File: src/sv/sfr_pkg.sv
`timescale 1ns / 1ps
// ----------------------------------------------------------------------------
// sfr_pkg
// Shared types and constants of the stream find-and-replace block.
// ----------------------------------------------------------------------------
package sfr_pkg;

    localparam int MAX_FIND_DEF    = 8;
    localparam int MAX_REPLACE_DEF = 8;
    localparam int PAT_W           = 64;
    localparam int LEN_W           = 4;
    localparam int IDX_W           = 2;

    typedef enum logic [IDX_W-1:0] {
        REG_FIND_PAT = 2'd0,
        REG_FIND_LEN = 2'd1,
        REG_REP_PAT  = 2'd2,
        REG_REP_LEN  = 2'd3
    } cfg_reg_t;

    typedef struct packed {
        logic [PAT_W-1:0] find_pat;
        logic [LEN_W-1:0] flen;
        logic [PAT_W-1:0] rep_pat;
        logic [LEN_W-1:0] rlen;
        logic             clr_fill;
    } cfg_t;

    typedef struct packed {
        logic [LEN_W-1:0] cnt;
        logic             data;
        logic             last;
    } load_t;

endpackage

File: src/sv/sfr_cfg.sv
`timescale 1ns / 1ps
// ----------------------------------------------------------------------------
// sfr_cfg
// Configuration registers with length saturation.
// ----------------------------------------------------------------------------
module sfr_cfg #(
    parameter int MAX_FIND    = sfr_pkg::MAX_FIND_DEF,
    parameter int MAX_REPLACE = sfr_pkg::MAX_REPLACE_DEF
) (
    input  logic                       clk,
    input  logic                       rst_n,
    input  logic                       cfg_we,
    input  logic [sfr_pkg::IDX_W-1:0]  cfg_index,
    input  logic [sfr_pkg::PAT_W-1:0]  cfg_data,
    output sfr_pkg::cfg_t              cfg
);
    import sfr_pkg::*;

    logic [PAT_W-1:0] find_pat_reg;
    logic [LEN_W-1:0] flen_reg;
    logic [PAT_W-1:0] rep_pat_reg;
    logic [LEN_W-1:0] rlen_reg;
    logic [LEN_W-1:0] flen_sat;
    logic [LEN_W-1:0] rlen_sat;

    assign flen_sat = (cfg_data[LEN_W-1:0] > LEN_W'(MAX_FIND)) ? LEN_W'(MAX_FIND)
                                                               : cfg_data[LEN_W-1:0];
    assign rlen_sat = (cfg_data[LEN_W-1:0] > LEN_W'(MAX_REPLACE)) ? LEN_W'(MAX_REPLACE)
                                                                  : cfg_data[LEN_W-1:0];

    always_ff @(posedge clk or negedge rst_n)
    begin
        if (!rst_n)
        begin
            find_pat_reg <= '0;
            flen_reg     <= '0;
            rep_pat_reg  <= '0;
            rlen_reg     <= '0;
        end
        else if (cfg_we)
        begin
            case (cfg_reg_t'(cfg_index))
                REG_FIND_PAT: find_pat_reg <= cfg_data;
                REG_FIND_LEN: flen_reg     <= flen_sat;
                REG_REP_PAT:  rep_pat_reg  <= cfg_data;
                REG_REP_LEN:  rlen_reg     <= rlen_sat;
                default:      ;
            endcase
        end
    end

    always_comb
    begin
        cfg.find_pat = find_pat_reg;
        cfg.flen     = flen_reg;
        cfg.rep_pat  = rep_pat_reg;
        cfg.rlen     = rlen_reg;
        cfg.clr_fill = cfg_we && (cfg_reg_t'(cfg_index) == REG_FIND_LEN);
    end

endmodule

File: src/sv/sfr_match.sv
`timescale 1ns / 1ps
// ----------------------------------------------------------------------------
// sfr_match
// Match window, pattern compare and result selection for one item.
// ----------------------------------------------------------------------------
module sfr_match #(
    parameter int MAX_FIND    = sfr_pkg::MAX_FIND_DEF,
    parameter int MAX_REPLACE = sfr_pkg::MAX_REPLACE_DEF,
    parameter int BUF_N       = sfr_pkg::MAX_FIND_DEF
) (
    input  logic          clk,
    input  logic          rst_n,
    input  sfr_pkg::cfg_t cfg,
    input  logic          in_fire,
    input  logic [7:0]    in_byte,
    input  logic          in_last,
    output logic [7:0]    ld_bytes [BUF_N],
    output sfr_pkg::load_t ld
);
    import sfr_pkg::*;

    logic [7:0]       win_reg  [MAX_FIND];
    logic [7:0]       win_next [MAX_FIND];
    logic [7:0]       w_new    [MAX_FIND];
    logic [LEN_W-1:0] fill_reg;
    logic [LEN_W-1:0] fill_next;
    logic [LEN_W-1:0] f;
    logic [LEN_W-1:0] f1;
    logic [LEN_W-1:0] n;
    logic             full;
    logic             hit;
    logic             use_rep;
    logic             marker;

    always_comb
    begin
        f  = (cfg.flen == '0 || fill_reg >= cfg.flen) ? '0 : fill_reg;
        f1 = f + LEN_W'(1);
        for (int k = 0; k < MAX_FIND; k++)
        begin
            w_new[k] = (LEN_W'(k) == f) ? in_byte : win_reg[k];
        end
        full = (cfg.flen != '0) && (f1 == cfg.flen);
        hit  = full;
        for (int k = 0; k < MAX_FIND; k++)
        begin
            if (LEN_W'(k) < cfg.flen && w_new[k] != cfg.find_pat[8*k +: 8])
            begin
                hit = 1'b0;
            end
        end

        win_next  = w_new;
        fill_next = f1;
        use_rep   = 1'b0;
        n         = '0;
        if (cfg.flen == '0)
        begin
            n         = LEN_W'(1);
            fill_next = '0;
        end
        else if (hit)
        begin
            use_rep   = 1'b1;
            n         = cfg.rlen;
            fill_next = '0;
        end
        else if (full)
        begin
            // oldest byte leaves, window slides down
            n         = in_last ? f1 : LEN_W'(1);
            fill_next = f1 - LEN_W'(1);
            for (int k = 0; k < MAX_FIND - 1; k++)
            begin
                win_next[k] = w_new[k+1];
            end
        end
        else
        begin
            n = in_last ? f1 : '0;
        end
        if (in_last)
        begin
            fill_next = '0;
        end

        marker  = in_last && (n == '0);
        ld.cnt  = marker ? LEN_W'(1) : n;
        ld.data = !marker;
        ld.last = in_last;
    end

    for (genvar k = 0; k < BUF_N; k++)
    begin : g_ld
        logic [7:0] rep_b;
        logic [7:0] win_b;
        if (k < MAX_REPLACE)
        begin : g_rep
            assign rep_b = cfg.rep_pat[8*k +: 8];
        end
        else
        begin : g_norep
            assign rep_b = 8'd0;
        end
        if (k < MAX_FIND)
        begin : g_win
            assign win_b = w_new[k];
        end
        else
        begin : g_nowin
            assign win_b = 8'd0;
        end
        if (k == 0)
        begin : g_first
            assign ld_bytes[k] = marker ? 8'd0 : (use_rep ? rep_b : win_b);
        end
        else
        begin : g_rest
            assign ld_bytes[k] = use_rep ? rep_b : win_b;
        end
    end

    always_ff @(posedge clk or negedge rst_n)
    begin
        if (!rst_n)
        begin
            fill_reg <= '0;
        end
        else if (cfg.clr_fill)
        begin
            fill_reg <= '0;
        end
        else if (in_fire)
        begin
            fill_reg <= fill_next;
        end
    end

    always_ff @(posedge clk)
    begin
        if (in_fire)
        begin
            win_reg <= win_next;
        end
    end

endmodule

File: src/sv/sfr_outbuf.sv
`timescale 1ns / 1ps
// ----------------------------------------------------------------------------
// sfr_outbuf
// Result buffer: loads all results of an item, drains one per ready cycle.
// ----------------------------------------------------------------------------
module sfr_outbuf #(
    parameter int BUF_N = sfr_pkg::MAX_FIND_DEF
) (
    input  logic           clk,
    input  logic           rst_n,
    input  logic           load,
    input  logic [7:0]     ld_bytes [BUF_N],
    input  sfr_pkg::load_t ld,
    input  logic           result_ready,
    output logic           result_valid,
    output logic           in_ready,
    output logic [7:0]     out_byte,
    output logic           out_valid,
    output logic           out_last
);
    import sfr_pkg::*;

    logic [7:0]       buf_reg  [BUF_N];
    logic [7:0]       buf_next [BUF_N];
    logic [LEN_W-1:0] cnt_reg;
    logic             data_reg;
    logic             last_reg;
    logic             pop;

    assign result_valid = (cnt_reg != '0);
    assign pop          = result_valid && result_ready;
    assign in_ready     = (cnt_reg == '0) || (cnt_reg == LEN_W'(1) && result_ready);
    assign out_byte     = buf_reg[0];
    assign out_valid    = data_reg;
    assign out_last     = last_reg && (cnt_reg == LEN_W'(1));

    always_comb
    begin
        buf_next = buf_reg;
        for (int k = 0; k < BUF_N - 1; k++)
        begin
            buf_next[k] = buf_reg[k+1];
        end
    end

    always_ff @(posedge clk or negedge rst_n)
    begin
        if (!rst_n)
        begin
            cnt_reg  <= '0;
            data_reg <= 1'b0;
            last_reg <= 1'b0;
        end
        else if (load)
        begin
            cnt_reg  <= ld.cnt;
            data_reg <= ld.data;
            last_reg <= ld.last;
        end
        else if (pop)
        begin
            cnt_reg <= cnt_reg - LEN_W'(1);
        end
    end

    always_ff @(posedge clk)
    begin
        if (load)
        begin
            buf_reg <= ld_bytes;
        end
        else if (pop)
        begin
            buf_reg <= buf_next;
        end
    end

endmodule

File: src/sv/stream_find_replace.sv
`timescale 1ns / 1ps
// ----------------------------------------------------------------------------
// stream_find_replace
// Streaming substring find-and-replace on a byte stream.
// ----------------------------------------------------------------------------
// Each item is one text byte. While result_ready is high, an item that yields
// at most one result is taken every cycle and the buffer drains one result
// per cycle; one that yields n results (a replacement, or the window flush
// on the last byte) holds the input until they drain, as the next item is
// taken as the last entry leaves. Results appear in the cycle after their
// item. There is no clearing pass after reset. Write configuration only
// while the stream is idle; writing the find length empties the window.
module stream_find_replace #(
    parameter int MAX_FIND    = sfr_pkg::MAX_FIND_DEF,
    parameter int MAX_REPLACE = sfr_pkg::MAX_REPLACE_DEF
) (
    input  logic                      clk,
    input  logic                      rst_n,
    input  logic                      cfg_we,
    input  logic [sfr_pkg::IDX_W-1:0] cfg_index,
    input  logic [sfr_pkg::PAT_W-1:0] cfg_data,
    input  logic                      in_valid,
    output logic                      in_ready,
    input  logic [7:0]                in_byte,
    input  logic                      in_last,
    output logic                      result_valid,
    input  logic                      result_ready,
    output logic [7:0]                out_byte,
    output logic                      out_valid,
    output logic                      out_last
);
    import sfr_pkg::*;

    localparam int BUF_N = (MAX_FIND > MAX_REPLACE) ? MAX_FIND : MAX_REPLACE;

    cfg_t       cfg;
    load_t      ld;
    logic [7:0] ld_bytes [BUF_N];
    logic       in_fire;

    assign in_fire = in_valid && in_ready;

    sfr_cfg #(
        .MAX_FIND    (MAX_FIND),
        .MAX_REPLACE (MAX_REPLACE)
    ) u_cfg (
        .clk       (clk),
        .rst_n     (rst_n),
        .cfg_we    (cfg_we),
        .cfg_index (cfg_index),
        .cfg_data  (cfg_data),
        .cfg       (cfg)
    );

    sfr_match #(
        .MAX_FIND    (MAX_FIND),
        .MAX_REPLACE (MAX_REPLACE),
        .BUF_N       (BUF_N)
    ) u_match (
        .clk      (clk),
        .rst_n    (rst_n),
        .cfg      (cfg),
        .in_fire  (in_fire),
        .in_byte  (in_byte),
        .in_last  (in_last),
        .ld_bytes (ld_bytes),
        .ld       (ld)
    );

    sfr_outbuf #(
        .BUF_N (BUF_N)
    ) u_outbuf (
        .clk          (clk),
        .rst_n        (rst_n),
        .load         (in_fire),
        .ld_bytes     (ld_bytes),
        .ld           (ld),
        .result_ready (result_ready),
        .result_valid (result_valid),
        .in_ready     (in_ready),
        .out_byte     (out_byte),
        .out_valid    (out_valid),
        .out_last     (out_last)
    );

endmodule

File: config.mk
export PLATFORM = sky130hd
export DESIGN_NAME = stream_find_replace
export DESIGN_NICKNAME = d
export VERILOG_FILES = /design/src/sv/sfr_pkg.sv /design/src/sv/sfr_cfg.sv /design/src/sv/sfr_match.sv /design/src/sv/sfr_outbuf.sv /design/src/sv/stream_find_replace.sv
export SDC_FILE = /design/constraint.sdc
export NUM_CORES = 1
export LEC_CHECK = 0
export ABC_AREA = 0
export BUFFER_PORTS_ARGS = -buffer_cell sky130_fd_sc_hd__buf_4
export CAP_MARGIN = 20
export CORE_UTILIZATION = 40
export CTS_CLUSTER_DIAMETER = 100
export DETAILED_ROUTE_END_ITERATION = 6
export SETUP_SLACK_MARGIN = 0.1
export SLEW_MARGIN = 30
export SYNTH_ARGS = -nofsm -noshare
export SYNTH_HDL_FRONTEND = slang
export SYNTH_SLANG_ARGS = --single-unit
File: constraint.sdc
create_clock -name clk -period 6.8 [get_ports clk]
set_input_delay 1.7 -clock clk [delete_from_list [all_inputs] [get_ports clk]]
set_output_delay 1.7 -clock clk [all_outputs]
set_load 0.1 [all_outputs]
==> impl_metrics.toml <==
[cells_and_area]
drive_above_1_share = 0.215
area_growth_pct = 14.4
fillers = 3375
fin_nets = 1436
diodes = 0
instances_no_fill = 1830

[die]
dieArea_sq_mm = 0.0369
initial_core_util = 0.406
rows = 69
ioPinCount = 92
fp.dieW_um = 192
coreArea_sq_mm = 0.0356
die_h_um = 192

[logic_synthesis]
yosysTopAreaCell = "edfxtp_1"
yosys_most_used_dff = "dfrtp_1"
synth_area_leaders = "edfxtp_1 (27%), dfrtp_1 (25%), mux2_2 (10%)"
syn_avg_cell_area_sq_um = 11.3
yosysUniqueCellTypes = 67
yosys.cell_count.top_type = "dfrtp_1"
syn_inst = 1281
synth_top_cell_area_share = 0.266
syn-num-nets = 1372
synth_commonest_cells = "dfrtp_1 (146), mux2_2 (130), edfxtp_1 (128)"
ys_ff_latch = 274
async_flop_share = 0.533
yosysSeqAreaShare = 0.519
synth_edf_count = 128
ys_warn_count = 0
synth_area_sq_mm = 0.0144

[drt]
via_per_inst = 5.55
route.vias.total = 10200
drt-initial-drc-count = 684
drt-wirelength-per-cell_um = 21.8
post-route-drc-count = 0
drt_first_pass_iters = 5
wl_mm = 39.8
final_antenna_net_count = 0

[pwr]
p_sw_frac = 0.334
power_switching_mw = 1.83
internal-power_mw = 3.65
peakVddDrop_mv = 0.261
clockPowerShare = 0.286
leakage_nw = 6.60
p_per_area_mw_per_mm2 = 332
pwr-share-seq = 0.449
p_comb_frac = 0.265
fin_total_pwr_mw = 5.48

[timing]
drv_slew = 0
worst-slew-pin-transition_ns = 0.943
rsz0062_at_grt = "false"
hold_viol = 0
setup_viol = 0
max_freq_mhz = 166
relSlewSlack = 0.371
clock_skew_ns = 0.0215
tns_ns = 0
min_period_ns = 6.03
fin_crit_sh = 0.887

[grt]
grt_pass1_wl_mm = 61.0
overflow = 0
grt_pass1_vias = 10100
antenna_found_initial = 0
groute.usage.overall = 0.219
grt_max_degree = 89

[critical_path]
cp.arrival_ns = 6.40
crit_required_ns = 7.17
cp_top_family = "simple AND/OR/NAND/NOR gates"
reg2reg_from = "u_cfg.flen_reg[3]"
crit_end = "u_outbuf.buf_next[36]"
timing.critical_path.from = "u_cfg.flen_reg[3]"
cp_num_cells = 19
critPathMaxFanout = 79
critical_path_buf_inv_count = 4
r2r_slack_ns = 0.77
worst_r2r_endpoint = "u_outbuf.buf_next[36]"
end_kind = "flip-flop"
reg2reg_depth = 19
crit_chain = "inv_1 -> ha_1 -> a21oi_2 -> nand2_2 -> nor2_1 -> buf_4 -> nand2_1 -> inv_1 -> ha_1 -> nand4_1 -> nor2_2 -> mux2i_1 -> xnor2_1 -> o31ai_4 -> and2_1 -> nand2_4 -> buf_12 -> and2_1 -> o31ai_1"
crit_type = "reg2reg"
startpoint_type = "flip-flop"
critPathMaxStageDelay_ns = 0.63
critical_path.slowest_cell = "dfrtp_1"

[clock_network]
htree_levels = 1
path_clk_slew_ns = 0.06
max-clock-path-buffers = 3
cts_buffers = 30
cts-root-buf = "clkbuf_16"
cts_setup_buffers = 0
cts_tree = "yes"
clock_latency_ns = 0.57
cts.sinks = 274

[hold_path]
hp-class = "reg2reg"
holdPathStages = 2

[run_status]
status = "finished, final reports clean"

[flow_run]
drv_cap = 0

[place]
dp.final_hpwl_mm = 27.4
portBuffers = 91
post-place-cells = 1774
gp_congestion = 0.887
==> final cells by class <==
cell class,count,area [sq um],area share
flip-flops and latches,274,7500,0.453
multi-input cells,894,6540,0.395
clock buffers,52,916,0.0554
repair buffers,106,835,0.0505
well taps,461,577,0.0349
inverters,39,151,0.00916
clock inverters,4,21.3,0.00129
==> per-stage QoR <==
stage	worst slack (ns)	utilization	cell area (sq um)	hold WS [ns]
2_1_floorplan	0.896	-	14500	0.438
3_5_place_dp	0.407	0.438	15600	0.468
3_3_place_gp	0.729	0.438	15600	0.465
6_report	0.768	0.465	16500	0.480
4_1_cts	0.377	0.465	16500	0.482
5_1_grt	0.224	0.465	16500	0.532
==> per-layer routing <==
| metal | GRT usage | vias up | share of wire |
|---|---|---|---|
| li1 | - | 4736 | - |
| met1 | 0.304 | 5091 | 0.46 |
| met2 | 0.364 | 280 | 0.47 |
| met3 | 0.0289 | 57 | 0.044 |
| met4 | 0.0491 | 0 | 0.022 |
| met5 | 0 | - | 0 |
==> worst min path at each step <==
stage | start | to | slack (ns)
detailed placement | u_outbuf.last_reg | u_outbuf.last_reg | 0.47
CTS | u_outbuf.last_reg | u_outbuf.last_reg | 0.48
finish | u_outbuf.last_reg | u_outbuf.last_reg | 0.48
global route | u_cfg.rep_pat_reg[36] | u_cfg.rep_pat_reg[36] | 0.53
floorplan | u_outbuf.last_reg | u_outbuf.last_reg | 0.44
global placement | u_outbuf.last_reg | u_outbuf.last_reg | 0.47
==> cell usage in the layout (no fill, tap or decap), types with 3 or more instances in the layout <==
cell	synthesis	routed
o211ai_1	5	5
and2_1	31	32
o31ai_1	34	34
nor2_2	3	4
inv_1	39	38
nand2_1	100	99
and2_0	9	8
xor2_1	32	32
a21o_1	6	6
clkbuf_8	0	5
a221oi_1	3	3
nor3_1	11	11
clkbuf_1	49	16
mux2_2	130	130
or4_1	3	3
nor4_1	10	10
mux2i_1	105	105
a211oi_1	3	3
clkbuf_16	0	32
a222oi_1	5	5
o221ai_1	3	3
edfxtp_1	128	128
nand3_1	35	35
and4_1	3	3
nand3b_1	3	3
nor2_1	108	107
o21ai_0	44	44
a31oi_1	5	5
ha_1	11	11
nand2b_1	5	5
buf_4	1	101
xnor2_1	69	69
clkinv_2	0	3
a22oi_1	9	9
nand4_1	18	18
a21oi_1	55	53
o22ai_1	3	3
dfrtp_1	146	146
==> logic make-up (layout without fill, tap and decap cells) <==
| kind of cell | Yosys count | count (layout) | synth area share |
|---|---|---|---|
| AO/OA/AOI/OAI | 197 | 197 | 0.0900 |
| XOR/XNOR | 102 | 102 | 0.0628 |
| adder cells (fa/ha/maj) | 11 | 11 | 0.00953 |
| buffers and inverters | 113 | 201 | 0.0313 |
| flip-flops | 274 | 274 | 0.519 |
| multiplexers | 235 | 235 | 0.174 |
| AND/OR/NAND/NOR | 349 | 349 | 0.113 |
==> tightest hold or removal path: cells and delay by family (launching register included) <==
family        cells  cell delay (ns)
simple gates      2             0.10
flops             1             0.34
==> power by group through the flow <==
stage,sequential [mW],clock (mW),combinational (mW)
finish,2.46,1.57,1.45
global route,2.50,1.67,1.58
CTS,2.46,1.60,1.46
detailed placement,2.49,0,1.45
global placement,2.49,0,1.43
floorplan,2.53,0,0.930
==> timing repair <==
| item | 4_1_cts | 5_1_grt |
|---|---|---|
| setup endpoints to repair | 0 | 49 |
| hold buffers | 0 | 0 |
| resized for setup | 0 | 3 |
Power figures use the tool's default switching activity.
